## config.mk

```make
export PLATFORM = sky130hd
export DESIGN_NAME = pileup_base_string_parser
export DESIGN_NICKNAME = d
export VERILOG_FILES = /design/src/rtl/core/pbsp_pkg.sv /design/src/rtl/core/pileup_base_string_parser.sv /design/src/rtl/core/pbsp_parse.sv /design/src/rtl/core/pbsp_result.sv
export SDC_FILE = /design/constraint.sdc
export NUM_CORES = 1
export LEC_CHECK = 0
export BUFFER_PORTS_ARGS = -buffer_cell sky130_fd_sc_hd__clkbuf_2
export CORE_MARGIN = 5
export CORE_UTILIZATION = 55
export DETAILED_ROUTE_END_ITERATION = 8
export HOLD_SLACK_MARGIN = 0.06
export PLACE_DENSITY = 0.75
export SLEW_MARGIN = 20
export SYNTH_ARGS = -nofsm -noshare
export SYNTH_HDL_FRONTEND = slang
export SYNTH_SLANG_ARGS = --single-unit
export TNS_END_PERCENT = 30
```

## constraint.sdc

```tcl
create_clock -name aclk -period 13 [get_ports aclk]
set_clock_uncertainty 0.2 [all_clocks]
set_input_delay 0.65 -clock aclk [delete_from_list [all_inputs] [get_ports aclk]]
set_output_delay 0.65 -clock aclk [all_outputs]
set_load 0.005 [all_outputs]
```

## src/rtl/core/pbsp_pkg.sv

```systemverilog
`timescale 1ns / 1ps

package pbsp_pkg;

    typedef enum logic [1:0] {
        MODE_NORMAL     = 2'd0,
        MODE_SKIP_QUAL  = 2'd1,
        MODE_DIGITS     = 2'd2,
        MODE_SKIP_INDEL = 2'd3
    } parse_mode_t;

    localparam logic [1:0] STATUS_OK       = 2'd0;
    localparam logic [1:0] STATUS_BAD_CHAR = 2'd1;
    localparam logic [1:0] STATUS_MISMATCH = 2'd2;

    localparam int IN_W  = 24;
    localparam int OUT_W = 184;

    // Per-position parser state.
    typedef struct packed {
        logic [3:0][15:0] base;
        logic [3:0][15:0] rev;
        logic [15:0]      starts_cnt;
        logic [15:0]      ends_cnt;
        logic [15:0]      holes_cnt;
        logic [15:0]      claimed;
        logic             first;
        parse_mode_t      mode;
        logic [15:0]      indel;
        logic             bad;
        logic [17:0]      total;
    } pos_state_t;

    localparam pos_state_t POS_CLEAR = '{
        base:       '0,
        rev:        '0,
        starts_cnt: '0,
        ends_cnt:   '0,
        holes_cnt:  '0,
        claimed:    '0,
        first:      1'b1,
        mode:       MODE_NORMAL,
        indel:      '0,
        bad:        1'b0,
        total:      '0
    };

endpackage

```

## src/rtl/core/pileup_base_string_parser.sv

```systemverilog
`timescale 1ns / 1ps

// Pileup read-base string parser. One byte of a position's read-base column
// is taken per clock (s_tdata[7:0]), with s_tlast on the final byte; the
// claimed read count in s_tdata[23:8] is sampled on a position's first byte.
// Every byte updates the counters and parse mode in the cycle it is accepted,
// so the block sustains one byte per cycle. The result of a position is held
// in the output register from the cycle after its last byte until taken;
// s_tready drops only while that register is full and m_tready is low.
// Counters saturate at the smaller of MAX_DEPTH and 65535. parse_status is
// 0 ok, 1 unknown byte seen, 2 base total differs from reads_left.
module pileup_base_string_parser #(
    parameter int MAX_DEPTH = 65535
) (
    input  logic                        aclk,
    input  logic                        aresetn,
    input  logic                        s_tvalid,
    output logic                        s_tready,
    // [7:0] symbol, [23:8] claimed_reads
    input  logic [pbsp_pkg::IN_W-1:0]   s_tdata,
    input  logic                        s_tlast,
    output logic                        m_tvalid,
    input  logic                        m_tready,
    // [15:0] count_a, [31:16] count_t, [47:32] count_g, [63:48] count_c,
    // [79:64] rev_a, [95:80] rev_t, [111:96] rev_g, [127:112] rev_c,
    // [143:128] read_starts, [159:144] read_ends, [175:160] reads_left,
    // [177:176] parse_status, [183:178] zero
    output logic [pbsp_pkg::OUT_W-1:0]  m_tdata
);
    import pbsp_pkg::*;

    pos_state_t state_reg;
    pos_state_t state_next;
    pos_state_t parse_nxt;
    logic       accept;
    logic       close_pos;

    assign s_tready  = !m_tvalid || m_tready;
    assign accept    = s_tvalid && s_tready;
    assign close_pos = accept && s_tlast;

    pbsp_parse #(
        .MAX_DEPTH(MAX_DEPTH)
    ) u_parse (
        .symbol        (s_tdata[7:0]),
        .claimed_reads (s_tdata[23:8]),
        .cur           (state_reg),
        .nxt           (parse_nxt)
    );

    pbsp_result u_result (
        .aclk     (aclk),
        .aresetn  (aresetn),
        .load     (close_pos),
        .fin      (parse_nxt),
        .m_tready (m_tready),
        .m_tvalid (m_tvalid),
        .m_tdata  (m_tdata)
    );

    always_comb begin
        if (close_pos) begin
            state_next = POS_CLEAR;
        end else if (accept) begin
            state_next = parse_nxt;
        end else begin
            state_next = state_reg;
        end
    end

    always_ff @(posedge aclk) begin
        if (!aresetn) begin
            state_reg <= POS_CLEAR;
        end else begin
            state_reg <= state_next;
        end
    end

endmodule

```

## src/rtl/core/pbsp_parse.sv

```systemverilog
`timescale 1ns / 1ps

module pbsp_parse #(
    parameter int MAX_DEPTH = 65535
) (
    input  logic [7:0]           symbol,
    input  logic [15:0]          claimed_reads,
    input  pbsp_pkg::pos_state_t cur,
    output pbsp_pkg::pos_state_t nxt
);
    import pbsp_pkg::*;

    localparam logic [15:0] CAP_LIMIT = (MAX_DEPTH < 65535) ? 16'(MAX_DEPTH) : 16'hFFFF;

    localparam logic [7:0] SYM_NUL    = 8'h00;
    localparam logic [7:0] SYM_UA     = 8'h41;
    localparam logic [7:0] SYM_UT     = 8'h54;
    localparam logic [7:0] SYM_UG     = 8'h47;
    localparam logic [7:0] SYM_UC     = 8'h43;
    localparam logic [7:0] SYM_LA     = 8'h61;
    localparam logic [7:0] SYM_LT     = 8'h74;
    localparam logic [7:0] SYM_LG     = 8'h67;
    localparam logic [7:0] SYM_LC     = 8'h63;
    localparam logic [7:0] SYM_CARET  = 8'h5E;
    localparam logic [7:0] SYM_DOLLAR = 8'h24;
    localparam logic [7:0] SYM_PLUS   = 8'h2B;
    localparam logic [7:0] SYM_MINUS  = 8'h2D;
    localparam logic [7:0] SYM_STAR   = 8'h2A;
    localparam logic [7:0] SYM_0      = 8'h30;
    localparam logic [7:0] SYM_9      = 8'h39;

    logic        base_hit;
    logic [1:0]  base_idx;
    logic        lower;
    logic        is_start;
    logic        is_end;
    logic        is_indel;
    logic        is_hole;
    logic        is_unknown;
    logic        is_digit;
    logic        do_normal;
    logic [19:0] indel_mul;
    logic [15:0] indel_dec;
    parse_mode_t mode_next;
    logic [15:0] indel_next;

    always_comb begin
        base_hit   = 1'b0;
        base_idx   = 2'd0;
        lower      = 1'b0;
        is_start   = 1'b0;
        is_end     = 1'b0;
        is_indel   = 1'b0;
        is_hole    = 1'b0;
        is_unknown = 1'b0;
        case (symbol)
            SYM_UA: begin base_hit = 1'b1; base_idx = 2'd0; end
            SYM_UT: begin base_hit = 1'b1; base_idx = 2'd1; end
            SYM_UG: begin base_hit = 1'b1; base_idx = 2'd2; end
            SYM_UC: begin base_hit = 1'b1; base_idx = 2'd3; end
            SYM_LA: begin base_hit = 1'b1; base_idx = 2'd0; lower = 1'b1; end
            SYM_LT: begin base_hit = 1'b1; base_idx = 2'd1; lower = 1'b1; end
            SYM_LG: begin base_hit = 1'b1; base_idx = 2'd2; lower = 1'b1; end
            SYM_LC: begin base_hit = 1'b1; base_idx = 2'd3; lower = 1'b1; end
            SYM_CARET:            is_start = 1'b1;
            SYM_DOLLAR:           is_end   = 1'b1;
            SYM_PLUS, SYM_MINUS:  is_indel = 1'b1;
            SYM_STAR:             is_hole  = 1'b1;
            default:              is_unknown = 1'b1;
        endcase
    end

    assign is_digit  = symbol inside {[SYM_0:SYM_9]};
    assign indel_mul = {1'b0, cur.indel, 3'b000} + {3'b000, cur.indel, 1'b0}
                     + {16'd0, symbol[3:0]};
    assign indel_dec = cur.indel - 16'd1;

    // A non-digit right after '+'/'-' with no length is parsed as a normal byte.
    assign do_normal = (symbol != SYM_NUL) &&
                       ((cur.mode == MODE_NORMAL) ||
                        (cur.mode == MODE_DIGITS && !is_digit && cur.indel == 16'd0));

    // Mode and indel length
    always_comb begin
        mode_next  = cur.mode;
        indel_next = cur.indel;
        if (do_normal) begin
            if (is_start) begin
                mode_next = MODE_SKIP_QUAL;
            end else if (is_indel) begin
                mode_next  = MODE_DIGITS;
                indel_next = 16'd0;
            end else begin
                mode_next = MODE_NORMAL;
            end
        end else if (symbol != SYM_NUL) begin
            case (cur.mode)
                MODE_SKIP_QUAL: begin
                    mode_next = MODE_NORMAL;
                end
                MODE_DIGITS: begin
                    if (is_digit) begin
                        indel_next = (indel_mul > 20'hFFFF) ? 16'hFFFF : indel_mul[15:0];
                    end else begin
                        indel_next = indel_dec;
                        mode_next  = (indel_dec == 16'd0) ? MODE_NORMAL : MODE_SKIP_INDEL;
                    end
                end
                MODE_SKIP_INDEL: begin
                    if (cur.indel != 16'd0) begin
                        indel_next = indel_dec;
                    end
                    if (cur.indel <= 16'd1) begin
                        mode_next = MODE_NORMAL;
                    end
                end
                default: begin
                    mode_next = cur.mode;
                end
            endcase
        end
    end

    // Counters
    always_comb begin
        nxt         = cur;
        nxt.first   = 1'b0;
        nxt.claimed = cur.first ? claimed_reads : cur.claimed;
        nxt.mode    = mode_next;
        nxt.indel   = indel_next;
        if (do_normal) begin
            if (base_hit && cur.base[base_idx] < CAP_LIMIT) begin
                nxt.base[base_idx] = cur.base[base_idx] + 16'd1;
                nxt.total          = cur.total + 18'd1;
            end
            if (base_hit && lower && cur.rev[base_idx] < CAP_LIMIT) begin
                nxt.rev[base_idx] = cur.rev[base_idx] + 16'd1;
            end
            if (is_start && cur.starts_cnt < CAP_LIMIT) begin
                nxt.starts_cnt = cur.starts_cnt + 16'd1;
            end
            if (is_end && cur.ends_cnt < CAP_LIMIT) begin
                nxt.ends_cnt = cur.ends_cnt + 16'd1;
            end
            if (is_hole && cur.holes_cnt < CAP_LIMIT) begin
                nxt.holes_cnt = cur.holes_cnt + 16'd1;
            end
            if (is_unknown) begin
                nxt.bad = 1'b1;
            end
        end
    end

endmodule

```

## src/rtl/core/pbsp_result.sv

```systemverilog
`timescale 1ns / 1ps

module pbsp_result (
    input  logic                 aclk,
    input  logic                 aresetn,
    input  logic                 load,
    input  pbsp_pkg::pos_state_t fin,
    input  logic                 m_tready,
    output logic                 m_tvalid,
    output logic [pbsp_pkg::OUT_W-1:0] m_tdata
);
    import pbsp_pkg::*;

    logic [15:0]      reads_left;
    logic [1:0]       status;
    logic [OUT_W-1:0] data_next;
    logic             m_tvalid_reg;
    logic             m_tvalid_next;
    logic [OUT_W-1:0] m_tdata_reg;

    assign reads_left = (fin.claimed > fin.holes_cnt) ? (fin.claimed - fin.holes_cnt) : 16'd0;

    always_comb begin
        if (fin.bad) begin
            status = STATUS_BAD_CHAR;
        end else if (fin.total != {2'b00, reads_left}) begin
            status = STATUS_MISMATCH;
        end else begin
            status = STATUS_OK;
        end
    end

    assign data_next = {6'd0, status, reads_left, fin.ends_cnt, fin.starts_cnt,
                        fin.rev[3], fin.rev[2], fin.rev[1], fin.rev[0],
                        fin.base[3], fin.base[2], fin.base[1], fin.base[0]};

    always_comb begin
        if (load) begin
            m_tvalid_next = 1'b1;
        end else if (m_tready) begin
            m_tvalid_next = 1'b0;
        end else begin
            m_tvalid_next = m_tvalid_reg;
        end
    end

    always_ff @(posedge aclk) begin
        if (!aresetn) begin
            m_tvalid_reg <= 1'b0;
        end else begin
            m_tvalid_reg <= m_tvalid_next;
        end
    end

    always_ff @(posedge aclk) begin
        if (load) begin
            m_tdata_reg <= data_next;
        end
    end

    assign m_tvalid = m_tvalid_reg;
    assign m_tdata  = m_tdata_reg;

endmodule

```

# Word level (Yosys, flattened, before mapping)
# Cells that the tools add are included.
# classes
addsub	10
magnitude_cmp	12
n_eq_ne	22
muxes	45
bitwise	1
reduce_logical	36
# op_table
op	count
$mux 16	15
$mux 176	1
$bwmux 64	2
$mux 64	2
$add 16x1->16 const B	5
$lt 16x16->1 const B	5
$eq 8x7->1 const B	9
$bmux 16 s2	2
$demux 16 s2	1
$eq 8x6->1 const B	4
$logic_not 16->1	2
$pmux 16 s2	1
$add 19x17->20	1
$add 20x4->20	1
$gt 20x16->1 const B	1
$mux 19	1
$add 18x1->18 const B	1
$mux 18	1
$ne 18x16->1	1
$gt 16x16->1	1
$le 16x1->1 const B	1
$mux 2	8
$reduce_bool 16->1	1
$sub 16x1->16 const B	1
28 further kinds	58
# totals
register_bits	409
inputBits	29
out_inout_bits	186
word_cells	146

# Longest topological paths before layout
# depth
ltp_word	14
mapped_depth	26
ltp_nobuf	23

# Modules after synthesis
# From an unflattened synthesis, not the netlist that was laid out.
# hier_totals
hier_cells	2359
area_unflattened_um2	24109.4
# by_module_without_submodules
mod	instances	cells_per_inst	area_each_um2	seq_area_each_um2
pileup_base_string_parser	1	1026	10089.7	4604.4
pbsp_parse	1	942	7248.2	0.0
pbsp_result	1	391	6771.5	5365.1

# Worst setup path before layout
# Ideal clock, no wire load.
# synth_timing
kind	in2reg
start	in s_tdata[4] (netlist name)
end	reg u_result.m_tdata_reg[177] (netlist: u_result.m_tdata[177]), data pin
setup_ns	0.264
arrival_ns	5.390
setup_slack_ns	7.146
stages	20
path_buffers	1
path_cell_list	or4b_1 or4_1 nor2_2 nand2_1 mux2i_1 inv_1 fa_1 nor2b_1 o21ai_0 a211oi_1 a311oi_1 or3b_1 buf_2 maj3_2 o21bai_2 xnor2_1 or4b_1 a31oi_1 nand4_1 o41a_1
# synth_lines
element	line	rtl
start: declaration	pileup_base_string_parser.sv:20	input logic [pbsp_pkg::IN_W-1:0] s_tdata,
end signal: assignment	pbsp_result.sv:57	m_tdata_reg <= data_next;
end: declaration	pbsp_result.sv:19	logic [OUT_W-1:0] m_tdata_reg;

# Worst setup path after layout
# layout_timing
start	in s_tdata[2] (netlist name)
end	reg u_result.m_tdata_reg[177] (netlist: u_result.m_tdata[177]), data pin
# layout_via
elab_chain_len	12
elab_cells_between_ends	45
classes_between	1 x add/sub; 4 x order compare; 14 x eq/ne; 12 x mux; 14 x reduce/logical
# layout_lines
element	line	rtl
$ge 8x6->1 / $le 8x6->1 (equally long branches)	pbsp_parse.sv:73	assign is_digit = symbol inside {[SYM_0:SYM_9]};
$logic_and 1x1->1	pbsp_parse.sv:73	
$logic_not 1->1	pbsp_parse.sv:81	(cur.mode == MODE_DIGITS && !is_digit && cur.indel == 16'd0));
$logic_and 1x1->1 (2 in series)	pbsp_parse.sv:81	
$logic_or 1x1->1	pbsp_parse.sv:80	((cur.mode == MODE_NORMAL) ||
$logic_and 1x1->1	pbsp_parse.sv:79	assign do_normal = (symbol != SYM_NUL) &&
$mux 176	pbsp_parse.sv:131	if (do_normal) begin
$sub 16x16->16 / $gt 16x16->1 (equally long branches)	pbsp_result.sv:21	assign reads_left = (fin.claimed > fin.holes_cnt) ? (fin.claimed - fin.holes_cnt) : 16'd0;
$mux 16	pbsp_result.sv:21	
$ne 18x16->1	pbsp_result.sv:26	end else if (fin.total != {2'b00, reads_left}) begin
$mux 2	pbsp_result.sv:26	
# Parallel ways exist; a longest one is shown, timed or not. The select of a mux whose other input is x is not followed.
# A chain may end at the register's enable or synchronous reset.

==> run_results.csv <==
group,metric,value,unit
sta,max_freq,0.145,GHz
drt,drc,0,
drt,drt-total-wl,54900,um
synthesis,synthArstFlopShare,0,
sta,finalMaxSlewViolations,0,
global_route,use_met1,0.326,
sta,finalCritPeriodShare,0.530,
drt,firstDrtPassIters,7,
drt,wire_per_inst,18.8,um
setup_path,crit_path_start,"s_tdata[2]",
synthesis,synth_top_area_cell,"edfxtp_1",
cts,cts_resized,0,
cts,ctsHoldBuffers,0,
synthesis,ys_types,81,
place,place.gp.congestion,0.917,
cts,insertion_delay,0.57,ns
global_route,grt_usage,0.246,
synthesis,syn_inst,2235,
cells_and_area,fin_util,0.621,
setup_path,crit_slowest_cell,"and4b_1",
global_route,grt_pass1_vias,16317,
cts,cts_sinks,409,
place,hpwl,36900,um
cells_and_area,layout_commonest_cell,"nand2_1",
die,start_util,0.553,
run_status,status,"complete, no violations",
sta,period_minus_slack,6.90,ns
power,vdd_drop_max,0.103,mV
cells_and_area,antenna-diode-count,0,
die,pin_count,215,
cts,cts_made_buffers,43,
setup_path,r2r_start,"state_reg[19]",
sta,grt_setup_unrepaired,"false",
setup_path,worstPathCellList,"clkbuf_2 -> buf_4 -> and4b_1 -> and2_1 -> nor3_1 -> nor2_1 -> ha_1 -> nor4b_1 -> a31oi_1 -> a2111o_1 -> nand4b_1 -> and3_1 -> xnor2_1 -> xnor2_1 -> or4b_1 -> a31oi_1 -> nand4_1 -> o41a_1",
synthesis,synth_area,0.0212,mm^2
drt,vias,17245,
synthesis,synth_area_leaders,"edfxtp_1 (25%), dfxtp_1 (22%), mux2_2 (7.3%), nand2_1 (6.4%), a21oi_1 (4.5%)",
global_route,met3_usage,0.0571,
die,die_area,0.0426,mm^2
setup_path,path_max_fanout,46,
cells_and_area,syn_to_final_growth,12.3,%
global_route,grt_pass1_wl,84700,um
sta,max_slew_margin,0.329,
die,die_h,206,um
hold_path,hold_path.class,"in2reg",
cells_and_area,drive_above_1_share,0.190,
cts,postCtsSetupBuffers,0,
setup_path,criticalPathCategory,"in2reg",
setup_path,required,13.11,ns
global_route,busiest_layer,"met2",
sta,setup-tns-final,0,ns
synthesis,ys_ff_latch,409,
synthesis,ys_seq_area_frac,0.470,
cells_and_area,largest_reg_flops,230,
cts,cts.htree.levels,2,
drt,postRouteAntennaNets,0,
setup_path,endpoint,"u_result.m_tdata[177]",
cts,ctsRootBufferMaster,"clkbuf_16",
drt,avgViaCountPerCell,5.90,
sta,hold_viol,0,
sta,setup_violations,0,
die,chipWidth,206,um
cts,cts_tree,"yes",
setup_path,reg2reg_slack,6.14,ns
setup_path,end_kind,"flip-flop",
power,p_leak,0.00896,uW
sta,max_slew.worst_pin.slew,1.01,ns
global_route,met2_usage,0.400,
synthesis,syn_area_per_cell,9.49,um^2
die,core,0.0384,mm^2
cts,clk_pin_slew,0.06,ns
cts,clock_path_buffers,3,
setup_path,rr_worst_depth,21,
flow_run,drv_cap,0,
setup_path,cp-start-kind,"primary input",
global_route,grt_max_degree,82,
cells_and_area,layout_common_cells,"nand2_1 (361), dfxtp_1 (231), clkbuf_2 (208)",
synthesis,synth_top_area_share,0.252,
setup_path,rr_endpoint,"u_result.m_tdata[177]",
setup_path,crit_path_max_incr_delay,0.78,ns
setup_path,cp.arrival,7.01,ns
power,power_density,117,mW/mm^2
synthesis,ys_warn_count,0,
global_route,antenna_found_initial,5,
global_route,grt_overflow,0,
die,rows,72,
synthesis,synth_edf_count,178,
place,portBuffers,208,
drt,dr.first_iter.drc_count,1505,
synthesis,synth_flop_cell,"dfxtp_1",
cells_and_area,num-nets-final,2457,
[cell type report]
cell class                 count  area (um^2)
timing repair buffer         222         1150
sequential                   409         9970
inverter                      39          151
clock buffer                  58         1180
clock inverter                21          160
multi-input combinational   1655        10600
tap                          518          648
fill                        3143        14500
[worst min-delay path by stage]
stage | start | to | slack, ns | depth (start not counted)
after CTS | aresetn | u_result.m_tvalid | 0.15 | 2
after global routing | aresetn | u_result.m_tvalid | 0.16 | 2
final | aresetn | u_result.m_tvalid | 0.17 | 2
after global placement | state_reg[48] | state_reg[48] | 0.24 | 2
after detailed placement | state_reg[47] | state_reg[47] | 0.24 | 2
after floorplan | state_reg[40] | state_reg[40] | 0.23 | 2
[power by group]
group / leakage, uW / internal [uW] / switching (uW)
sequential: 0.00349 / 1370 / 16.5
clock: 0.000672 / 665 / 513
combinational: 0.00480 / 74.5 / 143
total: 0.00896 / 2110 / 673
[synthesized netlist by cell type (all sizes together) (4+ instances only)]
master	number
or4b	5
and3	30
nand2	363
nand4b	4
ha	55
a21o	18
clkbuf	100
nand4	31
o22ai	6
a211oi	23
a221oi	20
nand3	54
o21a	7
nand2b	14
or4	8
a311oi	20
mux2	139
nor4	15
nor3	63
dfxtp	231
a21oi	190
o21ai	67
and2	16
xnor2	86
mux2i	37
buf	37
or3	30
or2	10
nor2b	9
nor2	179
xor2	74
a31oi	18
edfxtp	178
inv	39
[worst max-delay path: cells and delay by family]
kind	cells	cell delay, ns
and+or+nand+nor	9	3.62
AOI/OAI and AO/OA	4	1.15
buffers and inverters	2	0.72
adders and majority gates	1	0.34
xor gates and xnor gates	2	0.49
[metrics by stage]
stage	cells	setup slack [ns]	cell area, um^2	hold WS [ns]	power (uW)
6_report	2922	6.10	23800	0.174	2790
5_1_grt	2922	5.69	23800	0.164	2890
4_1_cts	2922	6.19	23800	0.150	2810
3_5_place_dp	2843	5.62	22500	0.244	1630
3_3_place_gp	2843	5.75	22500	0.239	1630
2_1_floorplan	2240	7.15	21200	0.234	1560
[per-layer routing]
layer | wire, um | share of wire | vias up
met3 | 4340 | 0.079 | 119
met4 | 1660 | 0.030 | 10
li1 | - | - | 8231
met1 | 23100 | 0.42 | 8225
met5 | 67 | 0.0012 | -
met2 | 25700 | 0.47 | 660
[logic make-up (layout without fill, tap and decap cells)]
kind of cell,count (synthesis),after routing,share of synthesized area
xor gates and xnor gates,161,161,0.0675
buffers and inverters,176,340,0.0340
other,1,6,0.000177
and+or+nand+nor,848,848,0.184
DFF,409,409,0.470
muxes,176,176,0.0914
adders and majority gates,60,60,0.0363
AOI/OAI and AO/OA,404,404,0.117
Power figures use the tool's default switching activity.
